File: src/rtl/pqpp_pkg.sv
// Package for the palette quantize / plane pack unit.
// Holds the fixed 16-color palette, the pipeline token type and the sizing constants.
// No dependencies.
package pqpp_pkg;

  localparam int CHAN_W       = 8;
  localparam int PAL_COUNT    = 16;
  localparam int PAL_IDX_W    = 4;
  localparam int DIST_W       = 18;   // 3 * 255 * 255 = 195075 fits in 18 bits
  localparam int GROUP_PIXELS = 8;
  localparam int GRP_CNT_W    = 3;
  localparam int PLANE_SEL_W  = 2;

  localparam logic [DIST_W-1:0] MAX_DIST  = DIST_W'(3 * 255 * 255);
  // Starting best distance: above any real distance, so entry 0 always takes it
  localparam logic [DIST_W-1:0] INIT_DIST = '1;

  typedef struct packed {
    logic                  valid;
    logic [CHAN_W-1:0]     red;
    logic [CHAN_W-1:0]     green;
    logic [CHAN_W-1:0]     blue;
    logic [DIST_W-1:0]     best_dist;
    logic [PAL_IDX_W-1:0]  best_idx;
  } pqpp_token_t;

  function automatic logic [3*CHAN_W-1:0] palette_color(input logic [PAL_IDX_W-1:0] k);
    logic [3*CHAN_W-1:0] c;
    unique case (k)
      4'd0:  c = 24'h000000;
      4'd1:  c = 24'h800000;
      4'd2:  c = 24'h008000;
      4'd3:  c = 24'h808000;
      4'd4:  c = 24'h000080;
      4'd5:  c = 24'h800080;
      4'd6:  c = 24'h008080;
      4'd7:  c = 24'hc0c0c0;
      4'd8:  c = 24'h808080;
      4'd9:  c = 24'hff0000;
      4'd10: c = 24'h00ff00;
      4'd11: c = 24'hffff00;
      4'd12: c = 24'h0000ff;
      4'd13: c = 24'hff00ff;
      4'd14: c = 24'h00ffff;
      4'd15: c = 24'hffffff;
    endcase
    return c;
  endfunction

endpackage

File: src/rtl/pqpp_cell.sv
// One cell of the nearest-color chain: compares the pixel against one palette entry.
// Depends on pqpp_pkg for the palette and the token type.
module pqpp_cell
  import pqpp_pkg::*;
(
  input  logic                 clk,
  input  logic                 rst,
  input  logic                 en,
  input  logic [PAL_IDX_W-1:0] entry,
  input  pqpp_token_t          tok_in,
  output pqpp_token_t          tok_out
);

  logic [3*CHAN_W-1:0] color;
  logic [CHAN_W-1:0]   dr, dg, db;
  logic [2*CHAN_W-1:0] sr, sg, sb;
  logic [DIST_W-1:0]   entry_dist;

  function automatic logic [CHAN_W-1:0] abs_diff(input logic [CHAN_W-1:0] a,
                                                 input logic [CHAN_W-1:0] b);
    return (a >= b) ? (a - b) : (b - a);
  endfunction

  always_comb begin
    color      = palette_color(entry);
    dr         = abs_diff(tok_in.red,   color[3*CHAN_W-1:2*CHAN_W]);
    dg         = abs_diff(tok_in.green, color[2*CHAN_W-1:CHAN_W]);
    db         = abs_diff(tok_in.blue,  color[CHAN_W-1:0]);
    sr         = (2*CHAN_W)'(dr) * (2*CHAN_W)'(dr);
    sg         = (2*CHAN_W)'(dg) * (2*CHAN_W)'(dg);
    sb         = (2*CHAN_W)'(db) * (2*CHAN_W)'(db);
    entry_dist = DIST_W'(sr) + DIST_W'(sg) + DIST_W'(sb);
  end

  // Ties go to the later entry, so take the new one on equal distance
  always_ff @(posedge clk) begin
    if (rst) begin
      tok_out.valid <= 1'b0;
    end else if (en) begin
      tok_out.valid <= tok_in.valid;
    end
    if (en) begin
      tok_out.red   <= tok_in.red;
      tok_out.green <= tok_in.green;
      tok_out.blue  <= tok_in.blue;
      if (entry_dist <= tok_in.best_dist) begin
        tok_out.best_dist <= entry_dist;
        tok_out.best_idx  <= entry;
      end else begin
        tok_out.best_dist <= tok_in.best_dist;
        tok_out.best_idx  <= tok_in.best_idx;
      end
    end
  end

endmodule

File: config.mk
export PLATFORM = sky130hd
export DESIGN_NAME = pqpp_cell
export DESIGN_NICKNAME = d
export VERILOG_FILES = /design/src/rtl/pqpp_pkg.sv /design/src/rtl/pqpp_cell.sv
export SDC_FILE = /design/constraint.sdc
export NUM_CORES = 1
export LEC_CHECK = 0
export BUFFER_PORTS_ARGS = -buffer_cell sky130_fd_sc_hd__buf_2
export CORE_MARGIN = 8
export CORE_UTILIZATION = 36
export DETAILED_ROUTE_END_ITERATION = 7
export GPL_ROUTABILITY_DRIVEN = 0
export PLACE_DENSITY = 0.5
export SYNTH_ARGS = -nofsm -noshare
export SYNTH_HDL_FRONTEND = slang
export SYNTH_SLANG_ARGS = --single-unit
File: constraint.sdc
create_clock -name clk -period 13.4 [get_ports clk]
set_input_delay 1.34 -clock clk [delete_from_list [all_inputs] [get_ports clk]]
set_output_delay 1.34 -clock clk [all_outputs]
set_load 0.01 [all_outputs]
=== Word level (Yosys, flattened, before mapping) ===
Memory sizes are Yosys's and may differ from the RTL's.
Cells that the tools add are included.

* Muxes and demuxes: 4
* Add/subtract/negate cells: 8
* Multiply operators: 3
* Order comparisons: 4

{| class="wikitable"
|+ Operators with widths
! kind !! count
|-
| multiplier 8 x 8 -> 16 bit || 3
|-
| subtractor 8 bit || 6
|-
| >= comparator 8 bit || 3
|-
| 2-to-1 mux 8 bit || 3
|-
| 2-to-1 mux 22 bit || 1
|-
| adder 17 x 16 -> 18 bit || 1
|-
| less-or-equal comparator 18 bit || 1
|-
| adder 16 x 16 -> 17 bit || 1
|}

* ROM bits: 384
* Word-level logic and storage cells: 26
* Memories: 1
* Register bits: 47

{| class="wikitable"
|+ Memory list
! name !! depth !! bits a word !! rd ports !! clocked after memory_dff !! write ports !! RTL line !! source
|-
| (no name shown) || 16 || 24 || 1 || 0 || 0 || pqpp_pkg.sv:29 || <nowiki>unique case (k)</nowiki>
|}

=== Longest topological paths before layout ===
An unclocked memory read counts as a cell.

* Depth after elaboration: 8
* Mapped depth: 44

=== Worst setup path after synthesis ===
No wires, ideal clock.

* Path kind: input to register
* Start: in entry[2]
* End: reg tok_out[13] (netlist bit) (data pin)
* Slack: 2175 ps
* Stages: 38
* Arrival time: 10965 ps
* Path buffers: 3
* Path through: clkbuf_1 > nand2_1 > inv_1 > ha_1 > inv_1 > fa_1 > a21o_1 > a211oi_1 > o221a_2 > buf_6 > mux2i_1 > xor2_1 > nor2_1 > fa_1 > inv_1 > fa_1 > inv_1 > fa_1 > (+2 left out) > fa_1 > inv_1 > fa_1 > inv_1 > ha_1 > and3_1 > a221oi_2 > o221ai_2 > a211o_1 > a31oi_1 > xnor2_1 > ha_1 > nand4_1 > o21ai_0 > a21oi_1 > a41oi_1 > buf_2 > mux2_2

* Cells in the longest elaborated chain, start to end: 8

{| class="wikitable"
|+ Ends and longest elaborated chain
! item !! RTL line !! source
|-
| start, declared || pqpp_cell.sv:9 || <nowiki>input logic [PAL_IDX_W-1:0] entry,</nowiki>
|-
| memory (16 x 24 bit) * || -- ||
|-
| subtractor 8 bit or >= comparator 8 bit (tied branches) || pqpp_cell.sv:21 || <nowiki>return (a >= b) ? (a - b) : (b - a);</nowiki>
|-
| 2-to-1 mux 8 bit || pqpp_cell.sv:21 ||
|-
| multiplier 8 x 8 -> 16 bit (on tied branches) || pqpp_cell.sv:29, pqpp_cell.sv:30 ||
|-
| adder 16 x 16 -> 17 bit || pqpp_cell.sv:32 || <nowiki>entry_dist = DIST_W'(sr) + DIST_W'(sg) + DIST_W'(sb);</nowiki>
|-
| adder 17 x 16 -> 18 bit * || pqpp_cell.sv:32 ||
|-
| less-or-equal comparator 18 bit || pqpp_cell.sv:46 || <nowiki>if (entry_dist <= tok_in.best_dist) begin</nowiki>
|-
| 2-to-1 mux 22 bit * || pqpp_cell.sv:46 ||
|-
| end, declared || pqpp_cell.sv:11 || <nowiki>output pqpp_token_t tok_out</nowiki>
|}

Mark *: on every way between the ends. The rest lies on a longest branch, timed or not.
A chain may end at the register's enable or synchronous reset.

=== Final worst setup path ===
* Start: in entry[3]
* End: reg tok_out[3] (netlist bit) (data pin)

* Cells in the longest elaborated chain, start to end: 8

{| class="wikitable"
|+ Ends and longest elaborated chain
! item !! RTL line
|-
| memory (16 x 24 bit) || --
|-
| subtractor 8 bit or >= comparator 8 bit (tied branches) || pqpp_cell.sv:21
|-
| 2-to-1 mux 8 bit || pqpp_cell.sv:21
|-
| multiplier 8 x 8 -> 16 bit (on tied branches) || pqpp_cell.sv:29, pqpp_cell.sv:30
|-
| adder 16 x 16 -> 17 bit || pqpp_cell.sv:32
|-
| adder 17 x 16 -> 18 bit || pqpp_cell.sv:32
|-
| less-or-equal comparator 18 bit || pqpp_cell.sv:46
|-
| 2-to-1 mux 22 bit * || pqpp_cell.sv:46
|}

Marked as above.

==> metrics.md <==
| Metric | Value |
|---|---|
| Run status | `completed` |
| Final setup violation count | `0` |
| Final min period | `between 10 and 15 ns` |
| Most frequent cells in the layout | `sky130_fd_sc_hd__inv_1, sky130_fd_sc_hd__fa_1, sky130_fd_sc_hd__ha_1, sky130_fd_sc_hd__buf_2, sky130_fd_sc_hd__nor2_1` |
| Worst reg2reg setup slack | `12.81 ns` |
| Maximum clock path buffer count | `2` |
| Distinct cells, synth | `66` |
| Proportion of synthesized flip-flops having asynchronous set or reset | `0%` |
| Slowest CP cell | `sky130_fd_sc_hd__xor2_1` |
| Achievable frequency | `81.3 MHz` |
| Number of routed nets with antenna violations | `0` |
| Global-route wire length before repair | `roughly 36 mm` |
| Leading cell type in the layout, fill and taps excluded | `sky130_fd_sc_hd__inv_1` |
| Number of max-cap violations | `0` |
| Most common flop cell mapped by yosys | `sky130_fd_sc_hd__edfxtp_1` |
| Number of cell rows | `59` |
| Floorplan Core Area | `~26000 sq um` |
| Final wirelength | `roughly 22 mm` |
| Hold WC Path Type | `flop to flop` |
| Yosys synthesis warning count | `0` |
| Number of H-tree levels | `2` |
| Maximum number of pins on one net before global-route repair | `48` |
| Post-cts sizing count | `0` |
| Via count of the first global-routing pass | `roughly 7000` |
| Total inserted antenna cells | `0` |
| Synthesized flop and latch total | `47` |
| Global-route usage over all layers | `between 10% and 20%` |
| Worst Path Max Fanout | `18` |
| Total DRC errors in the routed layout | `0` |
| Antenna violations before repair | `0` |
| Ports placed on the boundary | `between 100 and 150` |
| Largest Register | `tok_out` |
| Category of the most critical setup path | `input port to flop` |
| Starting DRC count in detailed routing | `292` |
| Via count of the routed design | `~6700` |
| Maximum cell stage delay along the critical path | `around 0.70 ns` |
| Sort of element at the end of the critical path | `flop` |
| Global route overflow | `0` |
| Worst-margin pin slew | `approximately 0.86 ns` |
| Insertion delay of the later-clocked pin in the worst-skew pair | `a little over 0.3 ns` |
| Final max-slew violation count | `0` |
| Final number of hold-violating endpoints | `0` |
| Area Overhead vs Synth | `10.9%` |
| TritonCTS Buffers | `5` |
| Number of cells on the worst hold path | `2` |
| Total standard cell area after synthesis | `~9400 sq um` |
| Setup skew after layout | `0 ns` |
| Worst-path clk slew | `0.08 ns` |
| Fin Setup TNS | `0 ns` |
| Critical Path Most Common Cell | `sky130_fd_sc_hd__fa_1` |
| Worst reg-to-reg path cell count | `2` |
| Post-detailed-route wirelength per cell | `roughly 15 um` |
| Unrepaired setup endpoints after global routing | `no` |
| Arrival time reported for the critical path endpoint | `around 12 ns` |
| Die Outline Area | `31700 sq um` |
| Number of enable-type register cells in the synthesized netlist | `46` |
| Clock tree sinks | `47` |
| DP HPWL | `approximately 19 mm` |
| Critical Path Source Type | `input port` |
| Regs by FF count | `tok_out: 47 flops` |
| Synth Area per Inst | `between 9 and 10 sq um` |
| Initial Util | `roughly 36%` |
| Worst slew margin relative to its limit | `around 43%` |
| Post-route worst hold slack | `just over 0.5 ns` |
| Final cycle utilization of the critical path | `91.8%` |
| Post-CTS Setup Bufs | `0` |
| Final Net Count | `around 1400` |
| Total of hold buffers inserted after clock tree synthesis | `0` |
| Sequential-to-total area share from yosys stat | `14.8%` |
| Length of the first detailed-routing pass in iterations | `5` |
| CTS tree | `built` |
| Share of final-layout standard cells stronger than drive strength 1 | `around 15%` |
| Root buf cell | `sky130_fd_sc_hd__clkbuf_16` |
| Filler cells | `between 2000 and 3000` |
| Port Buffer Count | `100` |
| DR vias/cell | `about 4.7` |
| Number of standard cells after synthesis | `approximately 1000` |
| Number of flip-flops in the largest register | `47` |
| Die W | `178 um` |
| CP Data Required Time | `around 13 ns` |
| Nets in the synthesized netlist | `between 1000 and 1500` |
| Die outline height | `178 um` |
==> worst max-delay path, delay by kind of cell <==
kind                       cells  cell delay [ns]
muxes                          2             0.65
buffers and inverters          8             1.15
adders and majority gates     11             4.94
and+or+nand+nor                5             0.98
xor gates and xnor gates       2             0.82
AOI/OAI and AO/OA              9             2.44
==> cell usage after synthesis (4+ instances only) <==
library cell / number / share of area, %
sky130_fd_sc_hd__nor2_1: 80 / 3.2
sky130_fd_sc_hd__nand2_1: 32 / 1.3
sky130_fd_sc_hd__nand3_1: 7 / 0.37
sky130_fd_sc_hd__mux2i_1: 18 / 1.9
sky130_fd_sc_hd__buf_2: 8 / 0.42
sky130_fd_sc_hd__inv_1: 252 / 10
sky130_fd_sc_hd__nand4_1: 10 / 0.66
sky130_fd_sc_hd__and3_1: 4 / 0.26
sky130_fd_sc_hd__or2_2: 7 / 0.46
sky130_fd_sc_hd__mux2_2: 21 / 2.5
sky130_fd_sc_hd__a31oi_1: 5 / 0.33
sky130_fd_sc_hd__a211oi_1: 6 / 0.48
sky130_fd_sc_hd__xnor2_1: 18 / 1.7
sky130_fd_sc_hd__ha_1: 132 / 17
sky130_fd_sc_hd__o21bai_1: 8 / 0.64
sky130_fd_sc_hd__a21oi_1: 36 / 1.9
sky130_fd_sc_hd__nand2b_1: 18 / 1.2
sky130_fd_sc_hd__o21ai_0: 16 / 0.85
sky130_fd_sc_hd__fa_1: 137 / 29
sky130_fd_sc_hd__and2_1: 10 / 0.66
sky130_fd_sc_hd__edfxtp_1: 46 / 15
sky130_fd_sc_hd__xor2_1: 11 / 1.0
sky130_fd_sc_hd__a21o_1: 27 / 2.1
sky130_fd_sc_hd__nor2b_1: 5 / 0.33
==> routing by layer <==
metal	vias to the layer above	part of all wire, %	track usage (%)
met5	-	0	0
met4	0	0.91	2.67
met3	9	3.1	1.77
met2	76	50	24.5
met1	3286	46	19.1
li1	3313	-	-
==> final timing paths <==
check | endpoint | from
setup reg to reg | tok_out[46] | tok_out[46]
hold reg to reg | tok_out[46] | tok_out[46]
setup / recovery | tok_out[3] | entry[3]
hold / removal | tok_out[46] | tok_out[46]
==> kinds of logic after synthesis <==
| group | share of synthesized area (%) |
|---|---|
| adders and majority gates | 46.5 |
| and+or+nand+nor | 9.29 |
| DFF | 14.8 |
| AOI/OAI and AO/OA | 9.79 |
| muxes | 4.65 |
| buffers and inverters | 11.5 |
| xor gates and xnor gates | 3.38 |
==> area by class of cell <==
| class | count | area, sq um | share of cell area [%] |
|---|---|---|---|
| Clock inverter | 3 | 22.5 | 0.215 |
| Timing Repair Buffer | 112 | 591 | 5.64 |
| Clock buffer | 5 | 125 | 1.19 |
| Inverter | 253 | 952 | 9.09 |
| Sequential cell | 47 | 1400 | 13.4 |
| Multi-Input combinational cell | 659 | 6960 | 66.5 |
| Tap cell | 335 | 419 | 4.00 |
==> stage by stage <==
stage | instance area, sq um | std cells | worst slack (ns) | utilization (%)
2_1_floorplan | 9440 | 978 | 2.18 | -
3_3_place_gp | 10300 | 1406 | 0.885 | 39.8
3_5_place_dp | 10300 | 1406 | 0.688 | 39.8
4_1_cts | 10500 | 1414 | 1.04 | 40.4
5_1_grt | 10500 | 1414 | 0.305 | 40.4
6_report | 10500 | 1414 | 1.10 | 40.4
Power is not shown: default switching activity piles up to over one toggle a cycle in this logic, so the estimate is an artifact.
