[src/rtl/pqpp_pkg.sv]
// Package for the palette quantize / plane pack unit.
// Holds the fixed 16-color palette, the pipeline token type and the sizing constants.
// No dependencies.
package pqpp_pkg;

  localparam int CHAN_W       = 8;
  localparam int PAL_COUNT    = 16;
  localparam int PAL_IDX_W    = 4;
  localparam int DIST_W       = 18;   // 3 * 255 * 255 = 195075 fits in 18 bits
  localparam int GROUP_PIXELS = 8;
  localparam int GRP_CNT_W    = 3;
  localparam int PLANE_SEL_W  = 2;

  localparam logic [DIST_W-1:0] MAX_DIST  = DIST_W'(3 * 255 * 255);
  // Starting best distance: above any real distance, so entry 0 always takes it
  localparam logic [DIST_W-1:0] INIT_DIST = '1;

  typedef struct packed {
    logic                  valid;
    logic [CHAN_W-1:0]     red;
    logic [CHAN_W-1:0]     green;
    logic [CHAN_W-1:0]     blue;
    logic [DIST_W-1:0]     best_dist;
    logic [PAL_IDX_W-1:0]  best_idx;
  } pqpp_token_t;

  function automatic logic [3*CHAN_W-1:0] palette_color(input logic [PAL_IDX_W-1:0] k);
    logic [3*CHAN_W-1:0] c;
    unique case (k)
      4'd0:  c = 24'h000000;
      4'd1:  c = 24'h800000;
      4'd2:  c = 24'h008000;
      4'd3:  c = 24'h808000;
      4'd4:  c = 24'h000080;
      4'd5:  c = 24'h800080;
      4'd6:  c = 24'h008080;
      4'd7:  c = 24'hc0c0c0;
      4'd8:  c = 24'h808080;
      4'd9:  c = 24'hff0000;
      4'd10: c = 24'h00ff00;
      4'd11: c = 24'hffff00;
      4'd12: c = 24'h0000ff;
      4'd13: c = 24'hff00ff;
      4'd14: c = 24'h00ffff;
      4'd15: c = 24'hffffff;
    endcase
    return c;
  endfunction

endpackage

[src/rtl/pqpp_packer.sv]
// Plane packer: gathers the selected index bit of eight pixels into one byte.
// Depends on pqpp_pkg; holds the output register of the unit.
module pqpp_packer
  import pqpp_pkg::*;
(
  input  logic                   clk,
  input  logic                   rst,
  input  logic                   en,
  input  logic [PLANE_SEL_W-1:0] plane_select,
  input  pqpp_token_t            tok_in,
  output logic                   out_valid,
  output logic [GROUP_PIXELS-1:0] out_byte
);

  logic [GRP_CNT_W-1:0]    count;
  logic [GROUP_PIXELS-2:0] partial;
  logic [GROUP_PIXELS-1:0] acc;
  logic                    last;

  assign acc  = {partial, tok_in.best_idx[plane_select]};
  assign last = (count == GRP_CNT_W'(GROUP_PIXELS - 1));

  always_ff @(posedge clk) begin
    if (rst) begin
      count     <= '0;
      partial   <= '0;
      out_valid <= 1'b0;
    end else if (en) begin
      out_valid <= tok_in.valid && last;
      if (tok_in.valid) begin
        if (last) begin
          count   <= '0;
          partial <= '0;
        end else begin
          count   <= count + GRP_CNT_W'(1);
          partial <= acc[GROUP_PIXELS-2:0];
        end
      end
    end
  end

  always_ff @(posedge clk) begin
    if (en && tok_in.valid && last) begin
      out_byte <= acc;
    end
  end

endmodule

[config.mk]
export PLATFORM = sky130hd
export DESIGN_NAME = pqpp_packer
export DESIGN_NICKNAME = d
export VERILOG_FILES = /design/src/rtl/pqpp_pkg.sv /design/src/rtl/pqpp_packer.sv
export SDC_FILE = /design/constraint.sdc
export NUM_CORES = 1
export LEC_CHECK = 0
export BUFFER_PORTS_ARGS = -buffer_cell sky130_fd_sc_hd__buf_2
export CELL_PAD_IN_SITES_DETAIL_PLACEMENT = 0
export CELL_PAD_IN_SITES_GLOBAL_PLACEMENT = 2
export CORE_MARGIN = 3
export CORE_UTILIZATION = 21
export DETAILED_ROUTE_END_ITERATION = 10
export GPL_TIMING_DRIVEN = 0
export PLACE_DENSITY = 0.74
export REMOVE_ABC_BUFFERS = 1
export SLEW_MARGIN = 20
export SYNTH_ARGS = -nofsm -noshare
export SYNTH_HDL_FRONTEND = slang
export SYNTH_SLANG_ARGS = --single-unit
[constraint.sdc]
create_clock -name clk -period 1.41 [get_ports clk]
set_input_delay 0.282 -clock clk [delete_from_list [all_inputs] [get_ports clk]]
set_output_delay 0.282 -clock clk [all_outputs]
set_load 0.005 [all_outputs]
; Word level (Yosys, flattened, before mapping)
; Cells that the tools add are included.
[totals]
in_bits = 52
output_inout_bits = 9
reg_bits = 19
[op_classes]
reduce_logical = 4
eq_ne = 1
addsub = 1
mux = 4
magnitude_cmp = 1
[op_table]
columns = cell, count
row1 = 7-bit two-way mux, 1
row2 = "3-bit by 1-bit adder with 3-bit output, second input constant", 1
row3 = "3-bit == test, second input constant", 1
row4 = 1-bit logical AND, 3
row5 = "2-bit by 3-bit less-than comparator with 1-bit output, second input constant", 1
row6 = 3-bit two-way mux, 1
row7 = 1-bit binary-select mux with 2-bit select, 1
row8 = 2-bit AND reduction, 1
row9 = 1-bit two-way mux, 1

; Depth between registers and ports, before layout
; Gate-level depths: netlist (run 1).
[logic_depth]
word_depth = 3
mapped_depth = 4
ltp_nobuf = 4

; Worst setup path after synthesis (run 1)
; Ideal clock, no wire load.
[synth_timing]
path_type = register -> register
from = register count[0]
to = register out_byte[0] (enable)
path_buffers = 0
path_slack_ns = 0.112
setup_time_ns = 0.336
stages_incl_launch_ff = 4
period_less_slack_ns = 1.298
arrival_ns = 0.962
cell_sequence = dfxtp_1 ha_1 ha_1 and3_1
[synth_between]
elab_chain_cells = 2
[synth_rtl]
columns = element, line_no
row1 = from (decl), pqpp_packer.sv:15  ; logic [GRP_CNT_W-1:0] count;
row2 = from (signal assigned), pqpp_packer.sv:35  ; count <= count + GRP_CNT_W'(1);
row3 = 3-bit == test, pqpp_packer.sv:21  ; assign last = (count == GRP_CNT_W'(GROUP_PIXELS - 1));
row4 = 1-bit logical AND, pqpp_packer.sv:43  ; if (en && tok_in.valid && last) begin
row5 = to (signal assigned), pqpp_packer.sv:44  ; out_byte <= acc;
row6 = to (decl), pqpp_packer.sv:12  ; output logic [GROUP_PIXELS-1:0] out_byte
; Every way passes these cells.
; A chain may end at the register's enable or synchronous reset.

; Worst setup path in the final report (run 1)
[layout_timing]
from = register count[0]
to = register partial[0]
[layout_between]
elab_chain_cells = 2
[layout_rtl]
columns = element, line_no
row1 = 3-bit == test, pqpp_packer.sv:21
row2 = 7-bit two-way mux, pqpp_packer.sv:31  ; if (last) begin
row3 = to (signal assigned), pqpp_packer.sv:36  ; partial <= acc[GROUP_PIXELS-2:0];
row4 = to (decl), pqpp_packer.sv:16  ; logic [GROUP_PIXELS-2:0] partial;
; Every way passes these cells.

==> results of run 1 <==
==> placed cells by master, fill, tap and decap left out <==
cell type	count
mux4_2	1
o21a_1	2
and3_4	1
nor2b_1	1
a21oi_1	8
a32o_1	1
clkbuf_1	1
a21boi_0	1
edfxtp_1	8
buf_2	18
a21bo_2	8
inv_1	1
ha_1	3
nand2_1	1
clkbuf_8	3
nor4bb_1	2
nand4b_1	6
nand3_1	2
dfxtp_1	11
==> metrics by stage <==
stage	hold slack, ps	utilization (%)	instance area, um^2	setup TNS [ps]
final	337	27.9	973	0
after global routing	356	27.9	973	0
after CTS	324	27.7	970	0
after detailed placement	434	26.4	923	-792
after global placement	406	26.4	923	-511
after floorplan	351	-	776	0
==> area by class of cell <==
cell class / count / share of cell area (%)
timing repair buffer: 18 / 9.25
tap: 46 / 5.91
inverter: 1 / 0.386
sequential: 19 / 47.3
multi-input combinational: 37 / 32.5
clock buffer: 4 / 4.63
==> worst max-delay path, stage by stage (launching register included) <==
cell and delay [ps]:
dfxtp_1 320, ha_1 210, ha_1 260, nor4bb_1 300, a32o_1 150
==> how the worst min path moves through the flow <==
| stage | start | end | cells after the start | slack (ps) |
|---|---|---|---|---|
| after floorplan | rst | count[1]$_SDFFE_PP0P_ | 1 | 350 |
| after global placement | partial[6]$_SDFFE_PP0P_ | out_byte[7]$_DFFE_PP_ | 0 | 410 |
| after detailed placement | partial[6]$_SDFFE_PP0P_ | out_byte[7]$_DFFE_PP_ | 0 | 430 |
| after CTS | rst | partial[5]$_SDFFE_PP0P_ | 2 | 320 |
| after global routing | rst | partial[6]$_SDFFE_PP0P_ | 2 | 360 |
| final | rst | partial[5]$_SDFFE_PP0P_ | 2 | 340 |
==> state kept, by name, summed over array words and instances, names as in the netlist <==
register / count
out_byte: 8
partial: 7
count: 3
out_valid: 1
==> per-layer routing <==
metal / wire, um / global-route usage, % / vias to the layer above
met2: 624 / 9.96 / 21
met1: 651 / 8.99 / 253
met5: 0 / 0 / -
met4: 6 / 3.80 / 0
li1: - / - / 268
met3: 135 / 2.16 / 2
==> power by group <==
group	switching (uW)	total, uW	leakage [uW]	internal, uW
Combinational	31.2	54.4	0.000182	23.3
Clock	164	365	0.0000228	200
Sequential	3.30	578	0.000158	575
Total	199	997	0.000363	799
==> cells by family (layout without fill, tap and decap cells) <==
family | Yosys count | count (layout) | synth area share [%]
buffers and inverters | 6 | 23 | 3.14
AO/OA/AOI/OAI | 20 | 20 | 19.2
adder cells (fa/ha/maj) | 3 | 3 | 4.71
flip-flops | 19 | 19 | 57.8
AND/OR/NAND/NOR | 13 | 13 | 12.4
multiplexers | 1 | 1 | 2.83
==> results.md, run 1 <==
* Post-route DRC at 0
* Synth warnings at 0
* Max-slew headroom at between 70 and 80%
* Cells on worst reg2reg path at 4
* Maximum clock path buffer count at 2
* Most common cell in the netlist: dfxtp_1
* RSZ-0062 raised after global routing: no
* Mapped Cells at 62
* Number of port buffers at 18
* Clock Skew at around 0.9 ps
* Initial antenna violation count at 0
* Row count at 21
* Die Ht at 67.6 um
* Worst Path Required at between 1500 and 2000 ps
* DRT iter0 DRCs at 53
* Area of the multi-input gates at about 320 um^2
* First-pass GRT wire length at 2330 um
* Worst reg2reg startpoint: count[0]$_SDFFE_PP0P_
* Fraction of layout cells with a size suffix above 1 at roughly two fifths
* Tmin final at around 1300 ps
* Pin count of the biggest net entering global routing at 23
* Crit-path max FO at 7
* # resized after CTS at 1
* Detailed placement HPWL at 984 um
* Synth top cells by count: dfxtp_1 (11), a21bo_2 (8), a21oi_1 (8), edfxtp_1 (8), nand4b_1 (6)
* Crit. Startpoint: count[0]$_SDFFE_PP0P_
* DR pass1 iterations at 4
* Crit path to: partial[0]$_SDFFE_PP0P_
* # hold bufs at CTS at 0
* Primary FF master, synth: dfxtp_1
* Post-route setup slack at 108 ps
* FF/Latch Area at about 460 um^2
* Synth Area per Inst at about 13 um^2
* Slew Limit Fails at 0
* Actual slew at the worst max-slew pin at between 300 and 400 ps
* Cell accounting for the most synthesized area: edfxtp_1
* DR vias/cell at around 4.4
* Overall Power at between 900 and 1000 uW
* Fmax at between 0.7 and 0.8 GHz
* Vias in the first global route at between 400 and 500
* Clock Latency Late Sink at between 200 and 300 ps
* Nets at 135
* CTS H-Tree Depth at 1
* Post-synth EDFFs at 8
* RR Endpoint: partial[0]$_SDFFE_PP0P_
* Reg-to-reg setup timing slack at approximately 110 ps
* Drt wl/cell at roughly 11 um
* Setup crit end kind: flop
* Dpl cells at between 100 and 150
* Post-CTS Setup Bufs at 0
* Antenna-violating nets left at 0
* Sequential element share of the synthesized area at between 50 and 60%
* CTS clk-pin slew, worst paths at approximately 70 ps
* Die area at about 0.0046 mm^2
* Synth area leaders: edfxtp_1 (30%), dfxtp_1 (28%), a21bo_2 (10%)
* Initial Util at 22.8%
* Fin. Hold Viols at 0
* Ant diodes at 0
* Pre-CTS WS at -98.4 ps
* Synth Register Bits at 19
* Crit path kind: flop to flop
* Synth unique cells at 18
* Power Dens Cells at between 1000 and 1500 mW/mm^2
* VDD IR max at about 0.00025 V
* LEAKAGE at roughly 0.00036 uW
* Final setup fails at 0
* Clk root buf: clkbuf_8
* Cell Count, Final, Fillers Out at approximately 130
* Max Cap Viol at 0
* Total Wirelength at 1420 um
* Post-synth top area share at ~30%
* Die X at roughly 68 um
* Clock sink count at 19
* Gpl congestion at 0.711
* CTS buffer count at 3
* Fill cells at between 300 and 400
* Core ar. at ~0.0035 mm^2
* Grt ovf at 0
* HP Class: input port to flop
* Crit start category: flop
* TritonCTS clock tree: built
* Outcome: complete, no violations
* Asr flop ratio synth at 0%
* Via Count at roughly 540
* Worst Path Arrival at roughly 1500 ps
* Ports at 61
* Total track usage at under 10%
* Cell Area, Synth at 797 um^2
* Final worst-path cycle share at between 90 and 100%
* Synth-to-layout area growth at 22.1%
(Power assumes the default switching activity.)
==> run 2, diff against run 1 <==
==> constraint.sdc (replaced) <==
create_clock -name clk -period 1.3 [get_ports clk]
set_input_delay 0.26 -clock clk [delete_from_list [all_inputs] [get_ports clk]]
set_output_delay 0.26 -clock clk [all_outputs]
set_load 0.005 [all_outputs]
==> run 2 against run 1 <==
Against the previous run:
- register-to-register slack got worse by 50 ps
- critical path type unchanged
- clock skew barely moved
- die area did not move
- hold slack got worse by 17 ps
- largest cell class unchanged
- core utilization rose by 0.75 points
- via count rose by 0.92%
- global-route usage did not move
- cell count rose by 0.80%
- first-iteration DRC count fell by 9.4%
==> results.md, run 2 (same netlist as run 1, synthesis figures left out) <==
* Max Cap Viol at 0 (unchanged)
* Max reg flops at 8 (unchanged)
* RSZ-0062 raised after global routing: no (unchanged)
* Initial Util at 22.8% (unchanged)
* Power Dens Cells at 1090 mW/mm^2 (was 1020 mW/mm^2)
* Antenna-violating nets left at 0 (unchanged)
* Initial antenna violation count at 0 (unchanged)
* Maximum clock path buffer count at 2 (unchanged)
* Commonest non-fill, non-tap cells in the layout: buf_2 (18), dfxtp_1 (10), a21bo_2 (8), a21oi_1 (8), edfxtp_1 (8) (was buf_2 (18), dfxtp_1 (11), a21bo_2 (8), a21oi_1 (8), edfxtp_1 (8))
* First-pass GRT wire length at 2330 um (unchanged)
* Fin. Hold Viols at 0 (unchanged)
* Crit start category: flop (unchanged)
* Clock Skew at 1.16 ps (was 0.901 ps)
* Via Count at 549 (was 544)
* Crit-path max FO at 5 (was 7)
* Crit path kind: flop to flop (unchanged)
* Clk root buf: clkbuf_8 (unchanged)
* Met3 GRT Util at 2.16% (unchanged)
* Detailed placement HPWL at 984 um (unchanged)
* Placement Cell Area at 923 um^2 (unchanged)
* CTS clk-pin slew, worst paths at 70 ps (about the same)
* Area of the multi-input gates at 342 um^2 (was 317 um^2)
* DR vias/cell at 4.36 (was 4.35)
* Die area at 0.00457 mm^2 (unchanged)
* Setup crit end kind: flop (unchanged)
* Grt met2 use at 9.96% (unchanged)
* Max-slew headroom at 73.9% (was 75.8%)
* Layout Utilization at 28.6% (was 27.9%)
* Met1 GRT Util at 8.99% (unchanged)
* Die Ht at 67.6 um (unchanged)
* Ant diodes at 0 (unchanged)
* Slew Limit Fails at 0 (unchanged)
* Clock sink count at 19 (unchanged)
* CTS H-Tree Depth at 1 (unchanged)
* Final worst-path cycle share at 95.8% (was 92.3%)
* Row count at 21 (unchanged)
* Post-route DRC at 0 (unchanged)
* FF/Latch Area at 462 um^2 (was 460 um^2)
* Vias in the first global route at 495 (was 492)
* LEAKAGE at 0.000359 uW (was 0.000363 uW)
* Tmin final at 1240 ps (was 1300 ps)
* DR pass1 iterations at 4 (unchanged)
* Gpl congestion at 0.711 (unchanged)
* # hold bufs at CTS at 0 (unchanged)
* Crit-path slowest cell: dfxtp_2 (was dfxtp_1)
* Most used cell, CP: ha_2 (was ha_1)
* Fmax at 0.803 GHz (was 0.768 GHz)
* Overall Power at 1090 uW (was 997 uW)
* Worst Path Required at 1260 ps (was 1600 ps)
* Dpl cells at 121 (unchanged)
* CP cell instances: ha_2 > ha_2 > and3_4 (was ha_1 > ha_1 > nor4bb_1 > a32o_1)
* Grt ovf at 0 (unchanged)
* Total Wirelength at 1470 um (was 1420 um)
* HP Class: input port to flop (unchanged)
* CTS buffer count at 3 (unchanged)
* Biggest register: out_byte (unchanged)
* Drt wl/cell at 11.6 um (was 11.4 um)
* Nets at 136 (was 135)
* Synth-to-layout area growth at 25.4% (was 22.1%)
* Number of port buffers at 18 (unchanged)
* Clock Latency Late Sink at 250 ps (about the same)
* Core ar. at 0.00349 mm^2 (unchanged)
* Crit-path max cell delay at 340 ps (was 320 ps)
* Cell Count, Final, Fillers Out at 126 (was 125)
* Die X at 67.6 um (unchanged)
* Total track usage at 6.89% (unchanged)
* Pin count of the biggest net entering global routing at 23 (unchanged)
* Final setup fails at 0 (unchanged)
* Top Registers: out_byte x8, partial x7, count x3 (unchanged)
* Post-CTS Setup Bufs at 0 (unchanged)
* Ports at 61 (unchanged)
* VDD IR max at 0.000269 V (was 0.000249 V)
* Outcome: complete, no violations (unchanged)
* Fill cells at 365 (was 364)
* DRT iter0 DRCs at 48 (was 53)
* Commonest non-fill, non-tap cell in the layout: buf_2 (unchanged)
* Fraction of layout cells with a size suffix above 1 at 46.3% (was 39.2%)
* Actual slew at the worst max-slew pin at 391 ps (was 363 ps)
* Setup TNS at 0 ps (unchanged)
* TritonCTS clock tree: built (unchanged)
* Worst Path Arrival at 1210 ps (was 1500 ps)
* GR peak layer: met2 (unchanged)
* Design area at 1000 um^2 (was 973 um^2)
## run 2: cell types whose count changed in the layout (fill, tap and decap cells not counted)
cell / previous run / this run
ha_1: 3 / 0
and3_4: 1 / 2
dfxtp_1: 11 / 10
nor4bb_1: 2 / 1
ha_2: 0 / 3
nor4bb_2: 0 / 1
dfxtp_2: 0 / 1
## run 2: critical path, delay by kind of cell (launching register included)
| kind | cells | cell delay (ps) |
|---|---|---|
| simple gates | 1 | 240 |
| fa+ha+maj | 2 | 380 |
| flops | 1 | 340 |
## run 2: final timing paths
kind / from / to / slack, ps / cells past startpoint
setup reg to reg: count[0]$_SDFFE_PP0P_ / out_byte[0]$_DFFE_PP_ / 60 / 3
hold reg to reg: partial[6]$_SDFFE_PP0P_ / out_byte[7]$_DFFE_PP_ / 440 / 0
hold / removal: rst / partial[5]$_SDFFE_PP0P_ / 320 / 2
setup / recovery: count[0]$_SDFFE_PP0P_ / out_byte[0]$_DFFE_PP_ / 60 / 3
## run 2: stage by stage
step                      setup WS, ps  hold slack (ps)
after global routing              7.31              341
after detailed placement          -208              434
after global placement            -174              406
final                             55.1              320
after floorplan                   2.47              329
after CTS                        -5.14              302
## run 2: report_power, final
group	internal [uW]	total (uW)	leakage (uW)	switching, uW
Sequential	624	628	0.000159	3.82
Clock	217	396	0.0000228	179
Combinational	26.2	61.3	0.000178	35.1
Total	868	1090	0.000359	218
## run 2: metal layers
metal,up-vias,part of all wire [%]
met5,-,0
met4,0,0.41
met3,2,7.8
met2,17,44
met1,258,47
li1,272,-
## run 2: area by class of cell
| class | instances | area share [%] |
|---|---|---|
| multi-input cells | 38 | 34.2 |
| flip-flops and latches | 19 | 46.2 |
| well taps | 46 | 5.76 |
| inverters | 1 | 0.375 |
| repair buffers | 18 | 9.01 |
| clock buffers | 4 | 4.51 |
## run 2: repair_timing
item	in CTS	in global routing
gates cloned	0	1
pin swaps	1	1
hold endpoints to repair	0	0
gates resized for setup	2	6
setup endpoints to repair	10	14
